File: src/hdl/mpqs_pkg.sv
// Shared types and constants for the scanning max-priority queue.
package mpqs_pkg;

  localparam int PRIO_W = 10;
  localparam int TAG_W  = 16;
  localparam int OCC_W  = 8;
  localparam int STAT_W = 2;

  localparam logic ACT_INSERT = 1'b0;
  localparam logic ACT_REMOVE = 1'b1;

  localparam logic [STAT_W-1:0] STAT_INSERTED = 2'd0;
  localparam logic [STAT_W-1:0] STAT_FULL     = 2'd1;
  localparam logic [STAT_W-1:0] STAT_REMOVED  = 2'd2;
  localparam logic [STAT_W-1:0] STAT_EMPTY    = 2'd3;

  localparam logic [1:0] MODE_CLEAR  = 2'd0;
  localparam logic [1:0] MODE_INSERT = 2'd1;
  localparam logic [1:0] MODE_FIND   = 2'd2;
  localparam logic [1:0] MODE_ADJUST = 2'd3;

  typedef struct packed {
    logic              action;
    logic [PRIO_W-1:0] prio_in;
    logic [TAG_W-1:0]  tag_in;
  } mpqs_in_t;

  typedef struct packed {
    logic [STAT_W-1:0] status;
    logic [PRIO_W-1:0] prio_out;
    logic [TAG_W-1:0]  tag_out;
    logic [OCC_W-1:0]  occupancy;
  } mpqs_out_t;

  typedef struct packed {
    logic              load;
    logic              sweep;
    logic [1:0]        mode;
    logic              ins_wr;
    logic              emit;
    logic [STAT_W-1:0] status;
  } mpqs_cmd_t;

  typedef struct packed {
    logic full;
    logic empty;
    logic last;
  } mpqs_sts_t;

endpackage

File: src/hdl/mpqs_ctrl.sv
// Sequencer for the clear, insert, find and adjust sweeps.
module mpqs_ctrl
  import mpqs_pkg::*;
(
  input  logic      clk,
  input  logic      rst_n,
  input  logic      start,
  input  logic      action,
  input  mpqs_sts_t sts,
  output logic      busy,
  output mpqs_cmd_t cmd
);

  localparam logic [2:0] S_CLR    = 3'd0;
  localparam logic [2:0] S_IDLE   = 3'd1;
  localparam logic [2:0] S_INS    = 3'd2;
  localparam logic [2:0] S_INS_WR = 3'd3;
  localparam logic [2:0] S_FIND   = 3'd4;
  localparam logic [2:0] S_ADJ    = 3'd5;

  logic [2:0] state_r, state_nxt;

  always_ff @(posedge clk) begin
    if (!rst_n) begin
      state_r <= S_CLR;
    end else begin
      state_r <= state_nxt;
    end
  end

  always_comb begin
    state_nxt = state_r;
    cmd       = '0;
    case (state_r)
      S_CLR: begin
        cmd.sweep = 1'b1;
        cmd.mode  = MODE_CLEAR;
        if (sts.last) state_nxt = S_IDLE;
      end
      S_IDLE: begin
        if (start) begin
          cmd.load = 1'b1;
          if (action == ACT_INSERT) begin
            if (sts.full) begin
              cmd.emit   = 1'b1;
              cmd.status = STAT_FULL;
            end else begin
              state_nxt = S_INS;
            end
          end else begin
            if (sts.empty) begin
              cmd.emit   = 1'b1;
              cmd.status = STAT_EMPTY;
            end else begin
              state_nxt = S_FIND;
            end
          end
        end
      end
      S_INS: begin
        cmd.sweep = 1'b1;
        cmd.mode  = MODE_INSERT;
        if (sts.last) state_nxt = S_INS_WR;
      end
      S_INS_WR: begin
        cmd.ins_wr = 1'b1;
        cmd.emit   = 1'b1;
        cmd.status = STAT_INSERTED;
        state_nxt  = S_IDLE;
      end
      S_FIND: begin
        cmd.sweep = 1'b1;
        cmd.mode  = MODE_FIND;
        if (sts.last) state_nxt = S_ADJ;
      end
      S_ADJ: begin
        cmd.sweep = 1'b1;
        cmd.mode  = MODE_ADJUST;
        if (sts.last) begin
          cmd.emit   = 1'b1;
          cmd.status = STAT_REMOVED;
          state_nxt  = S_IDLE;
        end
      end
      default: begin
        state_nxt = S_CLR;
      end
    endcase
  end

  assign busy = (state_r != S_IDLE);

endmodule

File: config.mk
export PLATFORM = sky130hd
export DESIGN_NAME = mpqs_ctrl
export DESIGN_NICKNAME = d
export VERILOG_FILES = /design/src/hdl/mpqs_pkg.sv /design/src/hdl/mpqs_ctrl.sv
export SDC_FILE = /design/constraint.sdc
export NUM_CORES = 1
export LEC_CHECK = 0
export BUFFER_PORTS_ARGS = -buffer_cell sky130_fd_sc_hd__buf_4
export CAP_MARGIN = 20
export CORE_AREA = 2 2 39 41
export DETAILED_ROUTE_END_ITERATION = 8
export DIE_AREA = 0 0 41 43
export HOLD_SLACK_MARGIN = 0.08
export PLACE_DENSITY = 0.42
export SETUP_SLACK_MARGIN = 0.3
export SLEW_MARGIN = 40
export SYNTH_ARGS = -nofsm -noshare
export SYNTH_HDL_FRONTEND = slang
export SYNTH_SLANG_ARGS = --single-unit
File: constraint.sdc
create_clock -name clk -period 3 [get_ports clk]
set_input_delay 0.3 -clock clk [delete_from_list [all_inputs] [get_ports clk]]
set_output_delay 0.3 -clock clk [all_outputs]
set_load 0.02 [all_outputs]
# ---- Word level (Yosys, flattened, before mapping)
# Index checks and enable logic that the tools add are counted.
dict set report totals {
  ff_bits 3
  input_bits 7
  wordCells 34
}
dict set report classes {
  eq_ne 12
  muxes 18
  n_reduce_logical 3
}
# operator n
set op_table {}
lappend op_table {{$mux W3} 12}
lappend op_table {{$pmux W3 S5} 1}
lappend op_table {{$pmux W3 S4} 1}
lappend op_table {{$pmux W3 S3} 1}
lappend op_table {{$eq A3 B2 Y1 const B} 2}
lappend op_table {{$eq A3 B3 Y1 const B} 2}
lappend op_table {{$ne A2 B2 Y1 const B} 3}
lappend op_table {{$ne A3 B3 Y1 const B} 2}
lappend op_table {{$reduce_and A6 Y1} 1}
lappend op_table {{$eq A3 B1 Y1 const B} 1}
lappend op_table {{$logic_not A3 Y1} 1}
lappend op_table {{$mux W1} 3}
lappend op_table {{$ne A3 B1 Y1 const B} 1}
lappend op_table {{$ne A2 B1 Y1 const B} 1}
lappend op_table {{$reduce_or A2 Y1} 1}

# ---- Logic depth before layout (Yosys ltp)
# Gate-level depths: netlist (run 1).
dict set report depth {
  ltp_word 4
  depth_mapped 5
  ltp_nobuf 4
}

# ---- Worst setup path after synthesis (run 1)
# OpenSTA, ideal clock, no wires.
dict set report synth_path {
  path_kind {flip-flop to output port}
  from {register state_r[2]}
  to {output port cmd[2] (netlist name)}
  t_arrival_ns 1.433
  t_required_ns 2.700
  slack_ns 1.267
  path_stages_with_launch 5
  n_path_buf 1
  path_cell_list {dfxtp_1 buf_4 nor2b_1 nand2_1 a21boi_0}
}
# item line_no
set synth_rtl {}
lappend synth_rtl {{start: declaration} mpqs_ctrl.sv:21} ;# logic [2:0] state_r, state_nxt;
lappend synth_rtl {{start signal: assignment} mpqs_ctrl.sv:27} ;# state_r <= state_nxt;
lappend synth_rtl {{end: declaration} mpqs_ctrl.sv:11} ;# output mpqs_cmd_t cmd

==> impl_metrics.json, run 1 <==
{
  "dr.pass1.iters": 1,
  "root_buffer": "clkbuf_4",
  "whs_ns": 0.3506,
  "ios": 16,
  "path_clk_slew_ns": 0.04,
  "grt_pass1_wl_um": 1124,
  "crit_type": "flip-flop to output pin",
  "die_area_um2": 1763,
  "core-area_um2": 1384,
  "die_w_um": 41,
  "synth_area_um2": 300.3,
  "syn_inst": 40,
  "post_cts_buffers": 0,
  "p_leak_nw": 0.2045,
  "hpwl_um": 571.1,
  "cpPeakStageDelay_ns": 0.51,
  "min_path_type": "input port to flip-flop",
  "ctsHoldBuffers": 0,
  "path_cells": "and2b_4 -> and2b_1 -> and2_1 -> nor2b_1 -> buf_4",
  "yosys-top-cells-area": "dfxtp_1 (20%), mux2i_1 (10%), nor2b_1 (8.3%)",
  "post_cts_resized": 0,
  "synth.top_cell.area_share_pct": 20.00,
  "cp.buffers_inverters": 1,
  "route.detailed.drc": 0,
  "async_flop_share_pct": 0,
  "synth_edf_count": 0,
  "overflow": 0,
  "ys_seq_elements": 3,
  "drv_cap": 0,
  "syn2layout_area_growth_pct": 48.75,
  "tns_ns": 0,
  "htreeDepth": 1,
  "antenna_found_initial": 0,
  "synth_nets": 47,
  "slowest_stage": "dfxtp_1",
  "reg_top3": "state_r: 3 flops",
  "clock_latency_ns": 0.23,
  "cp_max_fo": 11,
  "synth_warnings": 0,
  "drive_above_1_share_pct": 35.09,
  "avgSynthCellArea_um2": 7.507,
  "ir_drop_mv": 0.1449,
  "nets": 65,
  "power.density_nw_per_um2": 399.8,
  "port_buffers": 15,
  "tightest_slew_ns": 0.3222,
  "min_period_ns": 1.952,
  "arrival_ns": 1.65,
  "drt_wl_total_um": 736,
  "avgRoutedWirePerCell_um": 10.08,
  "largest_reg_flops": 3,
  "final_cell_mix": "buf_4 (15), nor2b_1 (4), a21oi_1 (4), nand2_1 (4)",
  "gp_congestion": 0.6317,
  "drv_slew": 0,
  "yosysTopAreaCell": "dfxtp_1",
  "max_slew_margin_pct": 77.91,
  "grt_use_total_pct": 9.419,
  "rows": 14,
  "diodes": 0,
  "layout_commonest_cell": "buf_4",
  "p_total_mw": 0.1786,
  "timing.fmax_mhz": 512.3,
  "hold_viol": 0,
  "fin_util_pct": 32.28,
  "grt_pass1_vias": 256,
  "regMostFlops": "state_r",
  "cp_top_family": "simple AND/OR/NAND/NOR gates",
  "synth.distinct_cells": 23,
  "clock_sinks": 3,
  "grt_setup_unrepaired": "no",
  "numCtsBuffers": 3,
  "route.vias.total": 325,
  "critPathLaunchType": "flip-flop",
  "yosysSeqAreaShare_pct": 20.00,
  "setup_viol": 0,
  "synthFlopType": "dfxtp_1",
  "cts_tree": "done",
  "grt_max_degree": 12,
  "finClkSkew_ns": 0.002001,
  "drt-vias-per-instance": 4.452,
  "worstPathRequired_ns": 2.70,
  "dieHeight_um": 43,
  "start_util_pct": 21.70,
  "cts_buffer_depth": 2,
  "ant_nets": 0,
  "drt_iter0_drc": 0,
  "fillers": 157,
  "status": "completed",
  "layout_worst_path_cycle_share_pct": 65.06,
  "r2r_setup_slack_ns": 1.60,
  "cp-end-kind": "output pin"
}
==> tightest hold or removal path, cell delays in order <==
cell and delay [ns]:
buf_4 0.12, nand2_1 0.06, mux2i_1 0.05
==> worst paths after layout <==
path	to	cells past startpoint	from
worst max-delay path	cmd[0]	5	state_r[2]
worst min-delay path	state_r[2]	3	rst_n
worst max register to register	state_r[1]	4	state_r[2]
worst min register to register	state_r[2]	2	state_r[2]
==> Yosys cell counts (2+ instances only) <==
| cell type | count |
|---|---|
| nor2b_1 | 4 |
| nand2_1 | 4 |
| inv_1 | 2 |
| mux2i_1 | 3 |
| a21oi_1 | 4 |
| nor2_1 | 2 |
| and2_1 | 2 |
| and2b_1 | 2 |
| dfxtp_1 | 3 |
==> layer usage <==
metal | GRT usage [%] | vias to the layer above | wire length [um]
li1 | - | 171 | -
met1 | 13.10 | 142 | 336
met2 | 12.81 | 10 | 329
met3 | 1.571 | 2 | 54
met4 | 6.000 | 0 | 17
met5 | 0 | - | 0
==> through the flow <==
| stage | setup WS (ns) | std cells | area [um2] |
|---|---|---|---|
| 6_report | 1.048 | 73 | 446.7 |
| 5_1_grt | 0.9500 | 73 | 446.7 |
| 4_1_cts | 1.032 | 73 | 446.7 |
| 3_5_place_dp | 1.296 | 69 | 420.4 |
| 3_3_place_gp | 1.277 | 69 | 420.4 |
| 2_1_floorplan | 1.267 | 40 | 300.3 |
==> cell families (layout without fill, tap and decap cells) <==
family          Yosys count  after routing  synth area share [%]
simple gates             20             20                 40.00
compound gates           10             10                 23.33
buf+inv                   4             21                 6.667
mux                       3              3                 10.00
flops                     3              3                 20.00
==> layout make-up <==
type | instances | area (um2) | share of cell area, %
Tap cell | 16 | 20.02 | 4.482
Clock buffer | 4 | 26.28 | 5.882
Inverter | 2 | 7.507 | 1.681
Multi-Input combinational cell | 33 | 220.2 | 49.30
Timing Repair Buffer | 15 | 112.6 | 25.21
Sequential cell | 3 | 60.06 | 13.45
==> power by group <==
| part | switching [mW] | internal [mW] |
|---|---|---|
| logic | 0.0286 | 0.0298 |
| clock network | 0.0215 | 0.0499 |
| registers | 0.00588 | 0.0429 |
Note: power is estimated with default switching activity, not from simulation.
==> run 2, diff against run 1 <==
- PLACE_DENSITY: 0.42 -> 0.44
- clock period: 3 -> 1.75 ns (I/O delays scaled with it)
==> run 2 against run 1 <==
Wire length up 18%; final cell count up 8.2%; non-clock buffer count up 6; global-route usage up 1.3 points; clock-buffer cell count unchanged; clock power up 69%; critical endpoint unchanged; largest cell class unchanged; largest power group is now combinational cells.
==> impl_metrics.json, run 2 (synthesis gave the netlist of run 1 again) <==
{
  "status": "completed",
  "start_util_pct": 21.70,
  "drive_above_1_share_pct": 52.38,
  "drt_iter0_drc": 3,
  "port_buffers": 15,
  "grt_pass1_wl_um": 1269,
  "syn2layout_area_growth_pct": 75.00,
  "reg_top3": "state_r: 3 flops",
  "tightest_slew_ns": 0.4745,
  "ios": 16,
  "ctsHoldBuffers": 0,
  "fin_ws_ns": 0.2368,
  "path_clk_slew_ns": 0.04,
  "die_w_um": 41,
  "min_period_ns": 1.513,
  "numCtsBuffers": 3,
  "cp.buffers_inverters": 1,
  "route.detailed.drc": 0,
  "overflow": 0,
  "drt-vias-per-instance": 4.443,
  "final_cell_mix": "buf_4 (18), nand2_1 (4)",
  "antenna_found_initial": 0,
  "arrival_ns": 1.34,
  "worstPathRequired_ns": 1.57,
  "layout_commonest_cell": "buf_4",
  "whs_ns": 0.2220,
  "die_area_um2": 1763,
  "drv_slew": 0,
  "tns_ns": 0,
  "largest_reg_flops": 3,
  "hpwl_um": 666.2,
  "rows": 14,
  "slowest_stage": "dfxtp_2",
  "cp_top_family": "simple AND/OR/NAND/NOR gates",
  "diodes": 0,
  "max_slew_margin_pct": 67.46,
  "cp-end-kind": "output pin",
  "path_cells": "and2b_4 -> and2b_2 -> and2_4 -> nor2b_4 -> buf_6",
  "p_leak_nw": 0.2434,
  "nets": 71,
  "grt_use_total_pct": 10.72,
  "fin_util_pct": 37.97,
  "grt_max_degree": 11,
  "ant_nets": 0,
  "min_path_type": "input port to flip-flop",
  "clock_sinks": 3,
  "root_buffer": "clkbuf_4",
  "pre_cts_ws_ns": 0.3860,
  "grt_pass1_vias": 315,
  "grt_setup_unrepaired": "yes",
  "ir_drop_mv": 0.3118,
  "drt_wl_total_um": 865,
  "cp_max_fo": 3,
  "timing.fmax_mhz": 660.9,
  "core-area_um2": 1384,
  "power.density_nw_per_um2": 626.0,
  "avgRoutedWirePerCell_um": 10.95,
  "placed_area_um2": 437.9,
  "cts_buffer_depth": 2,
  "finalNonFillerCells": 79,
  "layout_worst_path_cycle_share_pct": 86.47,
  "clock_latency_ns": 0.23,
  "dieHeight_um": 43,
  "drv_cap": 0,
  "dr.pass1.iters": 4,
  "cts_tree": "done",
  "finClkSkew_ns": 0.0006892,
  "critPathLaunchType": "flip-flop",
  "regMostFlops": "state_r",
  "final_cell_area_um2": 525.5,
  "gp_congestion": 0.7141,
  "crit_type": "flip-flop to output pin",
  "htreeDepth": 1,
  "route.vias.total": 351,
  "setup_viol": 0,
  "dp_cells": 71,
  "p_total_mw": 0.3290,
  "hold_viol": 0,
  "cpPeakStageDelay_ns": 0.32
}
## run 2: layout make-up
type | instances | area, um2
Tap cell | 16 | 20.02
Multi-Input combinational cell | 33 | 237.7
Sequential cell | 3 | 65.06
Fill cell | 155 | 858.3
Inverter | 2 | 7.507
Clock buffer | 4 | 26.28
Timing Repair Buffer | 21 | 168.9
## run 2: worst register-to-register path: stages (launching register included)
cell     delay [ns]
dfxtp_2        0.31
and2b_4        0.23
buf_4          0.11
a21oi_1        0.06
or3b_1         0.35
mux2i_1        0.14
## run 2: where the power goes
group	internal, mW	total [mW]	switching [mW]
logic	0.0686	0.131	0.0624
clock network	0.0854	0.121	0.0354
registers	0.0737	0.0772	0.00347
## run 2: worst paths after layout
check,from,endpoint,depth (start not counted),slack [ns]
worst max-delay path,state_r[2],cmd[0],5,0.24
worst min-delay path,rst_n,state_r[2],3,0.22
worst max register to register,state_r[2],state_r[2],5,0.47
worst min register to register,state_r[0],state_r[0],2,0.61
## run 2: what timing repair did
| item | CTS | global route |
|---|---|---|
| setup buffers | 1 | 3 |
| pin swaps | 1 | 0 |
| endpoints found under the setup margin | 3 | 5 |
| resized for setup | 6 | 5 |
## run 2: metal layers
layer  up-vias  share of wire [%]  global-route usage [%]
met3         0                8.2                   6.283
met2        13                 49                   15.00
met1       154                 43                   14.06
met4         0                  0                   2.000
li1        184                  -                       -
met5         -                  0                       0
